File: src/rtl/n2a_pkg.sv
// Shared types, constants and helpers for the number to ASCII formatter.
`default_nettype none

package n2a_pkg;

    localparam int DEFAULT_VALUE_WIDTH = 64;
    localparam int MAX_DIGITS = 20;
    localparam int MAX_PAD = 16;
    localparam int DEC_BASE = 10;
    localparam int CNT_W = 5;

    localparam logic [1:0] MODE_DEC  = 2'd0;
    localparam logic [1:0] MODE_HEX  = 2'd1;
    localparam logic [1:0] MODE_PAD  = 2'd2;
    localparam logic [1:0] MODE_NONE = 2'd3;

    localparam logic [6:0] ASCII_ZERO = 7'h30;
    localparam logic [6:0] ASCII_A    = 7'h41;

    typedef struct packed {
        logic [63:0] value;
        logic [1:0]  mode;
        logic [4:0]  pad_digits;
    } t_in_word;

    typedef struct packed {
        logic [6:0] ascii_char;
        logic       last;
    } t_out_word;

    typedef enum logic [1:0] {
        ST_IDLE,
        ST_DIGIT,
        ST_EMIT
    } t_state;

    typedef struct packed {
        logic start;
        logic load;
        logic hex;
    } t_unit_cmd;

    typedef struct packed {
        logic       done;
        logic [3:0] digit;
        logic       zero;
    } t_unit_sts;

    function automatic logic [6:0] digit_to_ascii(input logic [3:0] d);
        logic [6:0] c;
        if (d < 4'(DEC_BASE)) begin
            c = ASCII_ZERO + {3'b000, d};
        end else begin
            c = ASCII_A + {3'b000, d} - 7'(DEC_BASE);
        end
        return c;
    endfunction

endpackage

`default_nettype wire

File: src/rtl/number_to_ascii_formatter.sv
// Top level of the number to ASCII formatter: sequencer, digit store and output word.
`default_nettype none

// Accepts one number word and prints it as ASCII, most significant digit first,
// one character per output word, last set on the final one. Mode 0 is decimal,
// mode 1 uppercase hex, both without leading zeros; mode 2 is hex padded with
// zeros to max(pad_digits, natural count), pad above 16 counting as 16. Mode 3
// is accepted and prints nothing. Only the low VALUE_WIDTH bits of value count.
// A number is accepted, then each digit is found: in hex by peeling one nibble,
// in decimal by the shared divide-by-ten unit in S = ceil(VALUE_WIDTH/4) steps,
// retiring four quotient bits a cycle; then one character goes out per cycle
// while the output side does not stall. In modes 0 to 2 the input stalls from
// acceptance until the last character is loaded into the output word register,
// so the next number starts while that character waits.
module number_to_ascii_formatter #(
    parameter int VALUE_WIDTH = n2a_pkg::DEFAULT_VALUE_WIDTH
) (
    input  wire                    i_clk,
    input  wire                    i_rst_n,
    input  wire                    i_in_valid,
    output logic                   o_in_stall,
    input  wire n2a_pkg::t_in_word i_in_word,
    output logic                   o_out_valid,
    input  wire                    i_out_stall,
    output n2a_pkg::t_out_word     o_out_word
);
    import n2a_pkg::*;

    t_state          r_state, n_state;
    t_unit_cmd       cmd;
    t_unit_sts       sts;

    logic            r_hex;
    logic [CNT_W-1:0] r_padc;      // clamped pad, zero outside padded mode
    logic [CNT_W-1:0] r_nat;       // natural digits held so far
    logic [CNT_W-1:0] r_idx;       // next digit to print, counts down
    logic [3:0]      r_store [MAX_DIGITS];
    logic            r_out_valid;
    t_out_word       r_out;

    logic            accept;
    logic            go;
    logic [CNT_W-1:0] nat_inc;
    logic [CNT_W-1:0] limit;
    logic            finish;
    logic [CNT_W-1:0] total;
    logic [CNT_W-1:0] pad_clamp;
    logic            emit_go;

    n2a_digit_unit #(
        .VALUE_WIDTH(VALUE_WIDTH)
    ) u_digit (
        .i_clk       (i_clk),
        .i_rst_n     (i_rst_n),
        .i_cmd       (cmd),
        .i_load_value(i_in_word.value[VALUE_WIDTH-1:0]),
        .o_sts       (sts)
    );

    assign o_in_stall = (r_state != ST_IDLE);
    assign accept     = i_in_valid && !o_in_stall;
    assign go         = accept && (i_in_word.mode != MODE_NONE);

    assign nat_inc   = r_nat + CNT_W'(1);
    assign limit     = r_hex ? CNT_W'(MAX_PAD) : CNT_W'(MAX_DIGITS);
    assign finish    = sts.zero || (nat_inc == limit);
    assign total     = (r_padc > nat_inc) ? r_padc : nat_inc;
    assign pad_clamp = (i_in_word.pad_digits > CNT_W'(MAX_PAD)) ?
                       CNT_W'(MAX_PAD) : i_in_word.pad_digits;

    // Next state
    always_comb begin
        n_state = r_state;
        unique case (r_state)
            ST_IDLE:  if (go) n_state = ST_DIGIT;
            ST_DIGIT: if (sts.done && finish) n_state = ST_EMIT;
            ST_EMIT:  if (emit_go && r_idx == '0) n_state = ST_IDLE;
            default:  n_state = ST_IDLE;
        endcase
    end

    // Sequencer outputs
    always_comb begin
        cmd     = '0;
        emit_go = 1'b0;
        unique case (r_state)
            ST_IDLE: begin
                cmd.start = go;
                cmd.load  = 1'b1;
                cmd.hex   = (i_in_word.mode != MODE_DEC);
            end
            ST_DIGIT: begin
                cmd.start = sts.done && !finish;
                cmd.hex   = r_hex;
            end
            ST_EMIT: begin
                emit_go = !r_out_valid || !i_out_stall;
            end
            default: begin
                cmd     = '0;
                emit_go = 1'b0;
            end
        endcase
    end

    always_ff @(posedge i_clk) begin
        if (!i_rst_n) begin
            r_state     <= ST_IDLE;
            r_nat       <= '0;
            r_idx       <= '0;
            r_out_valid <= 1'b0;
        end else begin
            r_state <= n_state;
            if (r_state == ST_IDLE && go) begin
                r_hex  <= (i_in_word.mode != MODE_DEC);
                r_padc <= (i_in_word.mode == MODE_PAD) ? pad_clamp : '0;
                r_nat  <= '0;
            end
            if (r_state == ST_DIGIT && sts.done) begin
                r_nat <= nat_inc;
                if (finish) begin
                    r_idx <= total - CNT_W'(1);
                end
            end
            if (emit_go) begin
                r_out_valid <= 1'b1;
                r_idx       <= r_idx - CNT_W'(1);
            end else if (!i_out_stall) begin
                r_out_valid <= 1'b0;
            end
        end
    end

    // Digit store and output word payload
    always_ff @(posedge i_clk) begin
        if (r_state == ST_DIGIT && sts.done) begin
            r_store[r_nat] <= sts.digit;
        end
        if (emit_go) begin
            // Pad positions beyond the natural digits print as zero.
            r_out.ascii_char <= digit_to_ascii((r_idx < r_nat) ? r_store[r_idx] : 4'd0);
            r_out.last       <= (r_idx == '0);
        end
    end

    assign o_out_valid = r_out_valid;
    assign o_out_word  = r_out;

    a_emit_has_digits: assert property (@(posedge i_clk) disable iff (!i_rst_n)
        (r_state == ST_EMIT) |-> (r_nat != '0))
        else $error("printing with no digits held");
    a_idx_range: assert property (@(posedge i_clk) disable iff (!i_rst_n)
        (r_state == ST_EMIT) |-> (r_idx < CNT_W'(MAX_DIGITS)))
        else $error("print index beyond digit store");
    a_nat_range: assert property (@(posedge i_clk) disable iff (!i_rst_n)
        r_nat <= CNT_W'(MAX_DIGITS))
        else $error("digit count overflow");

endmodule

`default_nettype wire

File: src/rtl/n2a_digit_unit.sv
// Shared digit extractor: divide by ten four bits a cycle, or peel one hex nibble.
`default_nettype none

module n2a_digit_unit #(
    parameter int VALUE_WIDTH = n2a_pkg::DEFAULT_VALUE_WIDTH
) (
    input  wire                     i_clk,
    input  wire                     i_rst_n,
    input  wire n2a_pkg::t_unit_cmd i_cmd,
    input  wire [VALUE_WIDTH-1:0]   i_load_value,
    output n2a_pkg::t_unit_sts      o_sts
);
    import n2a_pkg::*;

    localparam int WORK_W = ((VALUE_WIDTH + 3) / 4) * 4;
    localparam int STEPS  = WORK_W / 4;
    localparam int STEP_W = (STEPS > 1) ? $clog2(STEPS) : 1;

    logic [WORK_W-1:0] r_work, n_work;
    logic [3:0]        r_rem, n_rem;
    logic [STEP_W-1:0] r_cnt;
    logic              r_run;
    logic              r_done;

    logic [WORK_W-1:0] op;
    logic [3:0]        chunk;
    logic [3:0]        qbits;

    assign op = i_cmd.load ? WORK_W'(i_load_value) : r_work;
    assign chunk = r_work[WORK_W-1 -: 4];

    // Four restoring steps on the running remainder per cycle.
    always_comb begin
        logic [4:0] t;
        logic [3:0] rem;
        rem = r_rem;
        qbits = 4'b0000;
        for (int b = 3; b >= 0; b--) begin
            t = {rem, chunk[b]};
            if (t >= 5'(DEC_BASE)) begin
                qbits[b] = 1'b1;
                rem = 4'(t - 5'(DEC_BASE));
            end else begin
                rem = t[3:0];
            end
        end
        n_rem = rem;
        n_work = {r_work[WORK_W-5:0], qbits};
    end

    always_ff @(posedge i_clk) begin
        if (!i_rst_n) begin
            r_run  <= 1'b0;
            r_done <= 1'b0;
            r_cnt  <= '0;
        end else begin
            r_done <= 1'b0;
            if (i_cmd.start) begin
                if (i_cmd.hex) begin
                    r_rem  <= op[3:0];
                    r_work <= op >> 4;
                    r_done <= 1'b1;
                end else begin
                    r_work <= op;
                    r_rem  <= 4'd0;
                    r_run  <= 1'b1;
                    r_cnt  <= '0;
                end
            end else if (r_run) begin
                r_work <= n_work;
                r_rem  <= n_rem;
                r_cnt  <= r_cnt + STEP_W'(1);
                if (r_cnt == STEP_W'(STEPS - 1)) begin
                    r_run  <= 1'b0;
                    r_done <= 1'b1;
                end
            end
        end
    end

    assign o_sts.done  = r_done;
    assign o_sts.digit = r_rem;
    assign o_sts.zero  = (r_work == '0);

    a_no_start_busy: assert property (@(posedge i_clk) disable iff (!i_rst_n)
        i_cmd.start |-> !r_run)
        else $error("digit unit started while dividing");
    a_rem_range: assert property (@(posedge i_clk) disable iff (!i_rst_n)
        r_run |-> (r_rem < 4'(DEC_BASE)))
        else $error("decimal remainder out of range");
    a_finish: assert property (@(posedge i_clk) disable iff (!i_rst_n)
        (r_run && r_cnt == STEP_W'(STEPS - 1)) |=> (r_done && !r_run))
        else $error("division did not finish on its last step");

endmodule

`default_nettype wire

File: config.mk
export PLATFORM = sky130hd
export DESIGN_NAME = number_to_ascii_formatter
export DESIGN_NICKNAME = d
export VERILOG_FILES = /design/src/rtl/n2a_pkg.sv /design/src/rtl/number_to_ascii_formatter.sv /design/src/rtl/n2a_digit_unit.sv
export SDC_FILE = /design/constraint.sdc
export NUM_CORES = 1
export LEC_CHECK = 0
export BUFFER_PORTS_ARGS = -buffer_cell sky130_fd_sc_hd__buf_2
export CORE_MARGIN = 5
export CORE_UTILIZATION = 40
export CTS_CLUSTER_DIAMETER = 30
export DETAILED_ROUTE_END_ITERATION = 6
export PLACE_DENSITY = 0.58
export SLEW_MARGIN = 20
export SYNTH_ARGS = -nofsm -noshare
export SYNTH_HDL_FRONTEND = slang
export SYNTH_SLANG_ARGS = --single-unit
File: constraint.sdc
create_clock -name i_clk -period 7 [get_ports i_clk]
set_input_delay 0.7 -clock i_clk [delete_from_list [all_inputs] [get_ports i_clk]]
set_output_delay 0.7 -clock i_clk [all_outputs]
set_load 0.1 [all_outputs]
==> impl_metrics.toml <==
[run_status]
status = "finished clean"

[global_routing]
grt_max_degree = 95
use_met2_pct = 26.7
grt_busiest_layer = "met2"
grt_pass1_vias = 6877
antenna_found_initial = 4
grt.met3_usage_pct = 3.52
grt_usage_pct = 16.9
grt_overflow = 0
grtUsageMet1_pct = 23.8
grt_pass1_wl_microns = 38000

[setup_path]
critical_path_class = "reg -> reg"
slowest_stage = "edfxtp_1"
timing.critical_path.buf_inv = 1
required_ns = 7.18
crit_path_start_kind = "flip-flop"
cp.arrival_ns = 5.82
crit_chain = "inv_1 -> ha_1 -> and2b_4 -> o21ai_0 -> a21boi_2 -> ha_1 -> o311ai_2 -> nor3_1 -> a21boi_2 -> ha_1 -> a211oi_1 -> nor3_2 -> o22a_1 -> ha_1 -> o21ai_0 -> or4_4 -> o311ai_2 -> o32ai_1 -> a41o_1"
critPathCaptureType = "flip-flop"
max_stage_delay_ns = 0.84
path_common_cell = "ha_1"
path_delay_family = "compound AO/OA/AOI/OAI gates"
critPathMaxFanout = 25

[pwr]
p_per_area_mw_per_mm2 = 262
vdd_drop_max_mv = 0.160
total_power_w = 0.00302
leakagePower_nw = 4.34

[floorplan]
start_util_pct = 40.4
fp.dieW_microns = 169
ioPinCount = 85
fp.dieH_microns = 169
num_rows = 58
coreArea_sq_mm = 0.0251
die-area_sq_mm = 0.0287

[placement]
placed_area_sq_mm = 0.0109
dp_hpwl_microns = 16900
gp_congestion = 0.848
numPortBuffers = 84
dp_cells = 1284

[finish]
n_antenna_cell = 0
layout.cells.non_filler = 1316
syn2layout_area_growth_pct = 13.4
fin_nets = 1068
layout-drive-gt1-share_pct = 20.7
fillers = 2400
design_area_sq_mm = 0.0115

[synthesis]
syn_area_per_cell_sq_um = 11.2
ys_seq_area_share_pct = 52.6
syn-cell-area_sq_mm = 0.0102
synthesis.nets = 1005
synth-seq-cells = 186
netlist.area_leader.share_pct = 47.9
yosys_warnings = 0
syn_inst = 910
synth_top_area_cell = "edfxtp_1"
synth_edf_count = 162
async_reset_ff_share_pct = 0
synthTopCellsByArea = "edfxtp_1 48%, mux4_2 6.9%, mux2i_1 6.8%, nand2_1 6.0%, dfxtp_1 4.7%"
synth.distinct_cells = 71
synth_ff_type = "edfxtp_1"

[sta]
maxSlewViolCount = 0
fmax_mhz = 177
rsz0062_at_grt = "false"
fin_crit_ns = 5.64
worst_slew_pin_slew_ns = 0.996
finalSetupViolations = 0
tns_ns = 0
clock_skew_ns = 0.0206
relSlewSlack_pct = 33.6
post-route-period-util_pct = 80.5
hold_viol = 0

[clock_tree]
cts_tree = "built"
clk_latency_ns = 0.44
post_cts_buffers = 0
path_clk_slew_ns = 0.07
clock-sinks = 186
root_buffer = "clkbuf_16"
clock_path_buffers = 2
ctsResizeCount = 0
htreeDepth = 4
cts_hold_buffers = 0
cts_buffers = 17

[drt]
wl_per_cell_microns = 18.4
dr.first_iter.drc_count = 494
drc_errors = 0
drtPass1Iterations = 5
ant_nets = 0
routed_via_density = 5.45
drt_wl_total_microns = 24200
vias = 7168

[flow_run]
max_cap_violations = 0

[min_path]
hold_path_class = "reg -> reg"
## routing by layer
layer | routed length (microns) | vias up
li1 | - | 3502
met1 | 10900 | 3460
met2 | 11700 | 167
met3 | 1220 | 31
met4 | 289 | 8
met5 | 50 | -
## layout make-up
type                    instances  area (sq um)  share of cell area, %
flip-flops and latches        186          5350                   46.4
multi-input cells             650          4540                   39.5
clock inverters                15           203                   1.76
clock buffers                  17           425                   3.70
well taps                     330           413                   3.59
inverters                      25          93.8                  0.815
repair buffers                 93           488                   4.24
## worst register-to-register path: cells and delay by family, from the launching register on
family | cells | cell delay (ns)
buf+inv | 1 | 0.17
simple gates | 4 | 1.16
compound gates | 10 | 1.94
fa+ha+maj | 4 | 1.29
flops | 1 | 0.84
## sequential cells by signal, summed over array words and instances, names as in the netlist, named ones only
register / cells
r_hex: 1
u_digit.r_rem: 4
o_out_word: 8
o_out_valid: 1
u_digit.r_done: 1
r_padc: 5
r_state: 2
u_digit.r_run: 1
u_digit.r_cnt: 4
r_idx: 5
u_digit.r_work: 64
r_store: 80
r_nat: 5
## where the power goes
| part | switching, W | leakage [nW] | internal (W) |
|---|---|---|---|
| Combinational | 0.000384 | 2.37 | 0.000265 |
| Sequential | 0.0000680 | 1.67 | 0.00130 |
| Clock | 0.000508 | 0.299 | 0.000496 |
## Yosys cell counts, drive strengths merged (2+ instances only)
master / n
o311ai: 2
nand2: 163
or2: 6
nand4: 6
o21bai: 3
buf: 25
mux2i: 69
o2111ai: 2
nor3: 8
a211o: 3
clkbuf: 24
nor4: 17
and2: 13
a21boi: 5
a21o: 9
inv: 24
nor2: 84
a211oi: 12
a31oi: 3
nor2b: 3
a311o: 2
and3: 2
edfxtp: 162
dfxtp: 24
o31ai: 4
nand3: 20
o21ai: 36
xor2: 2
o211ai: 4
o22ai: 2
mux4: 31
o221ai: 2
ha: 20
a21oi: 63
xnor2: 4
and2b: 2
mux2: 23
nand2b: 6
## cell usage in the layout (no fill, tap or decap), types with 23 or more instances in the layout
| cell | count |
|---|---|
| nand2_1 | 163 |
| edfxtp_1 | 162 |
| buf_2 | 84 |
| nor2_1 | 82 |
| mux2i_1 | 69 |
| a21oi_1 | 62 |
| o21ai_0 | 34 |
| mux4_2 | 31 |
| dfxtp_1 | 24 |
| inv_1 | 23 |
| mux2_2 | 23 |
## cell families after synthesis
| kind of cell | synth area share [%] |
|---|---|
| compound gates | 10.4 |
| xor+xnor | 0.518 |
| fa+ha+maj | 2.46 |
| buf+inv | 3.08 |
| flops | 52.6 |
| mux | 16.2 |
| simple gates | 14.7 |
## worst paths after layout
check / start / end / slack (ns) / cells past startpoint
worst max-delay path: u_digit.r_rem[0] / u_digit.r_rem[1] / 1.36 / 19
worst min-delay path: u_digit.r_cnt[3] / u_digit.r_cnt[3] / 0.46 / 1
worst max register to register: u_digit.r_rem[0] / u_digit.r_rem[1] / 1.36 / 19
worst min register to register: u_digit.r_cnt[3] / u_digit.r_cnt[3] / 0.46 / 1
## per-stage QoR
step,setup WS (ns),util [%],hold slack (ns)
after global routing,0.975,45.8,0.509
after CTS,1.41,45.8,0.462
final,1.36,45.8,0.462
after global placement,1.60,43.3,0.446
after detailed placement,1.43,43.3,0.446
after floorplan,1.63,-,0.422
No activity file was read; power rests on OpenSTA's default activity.
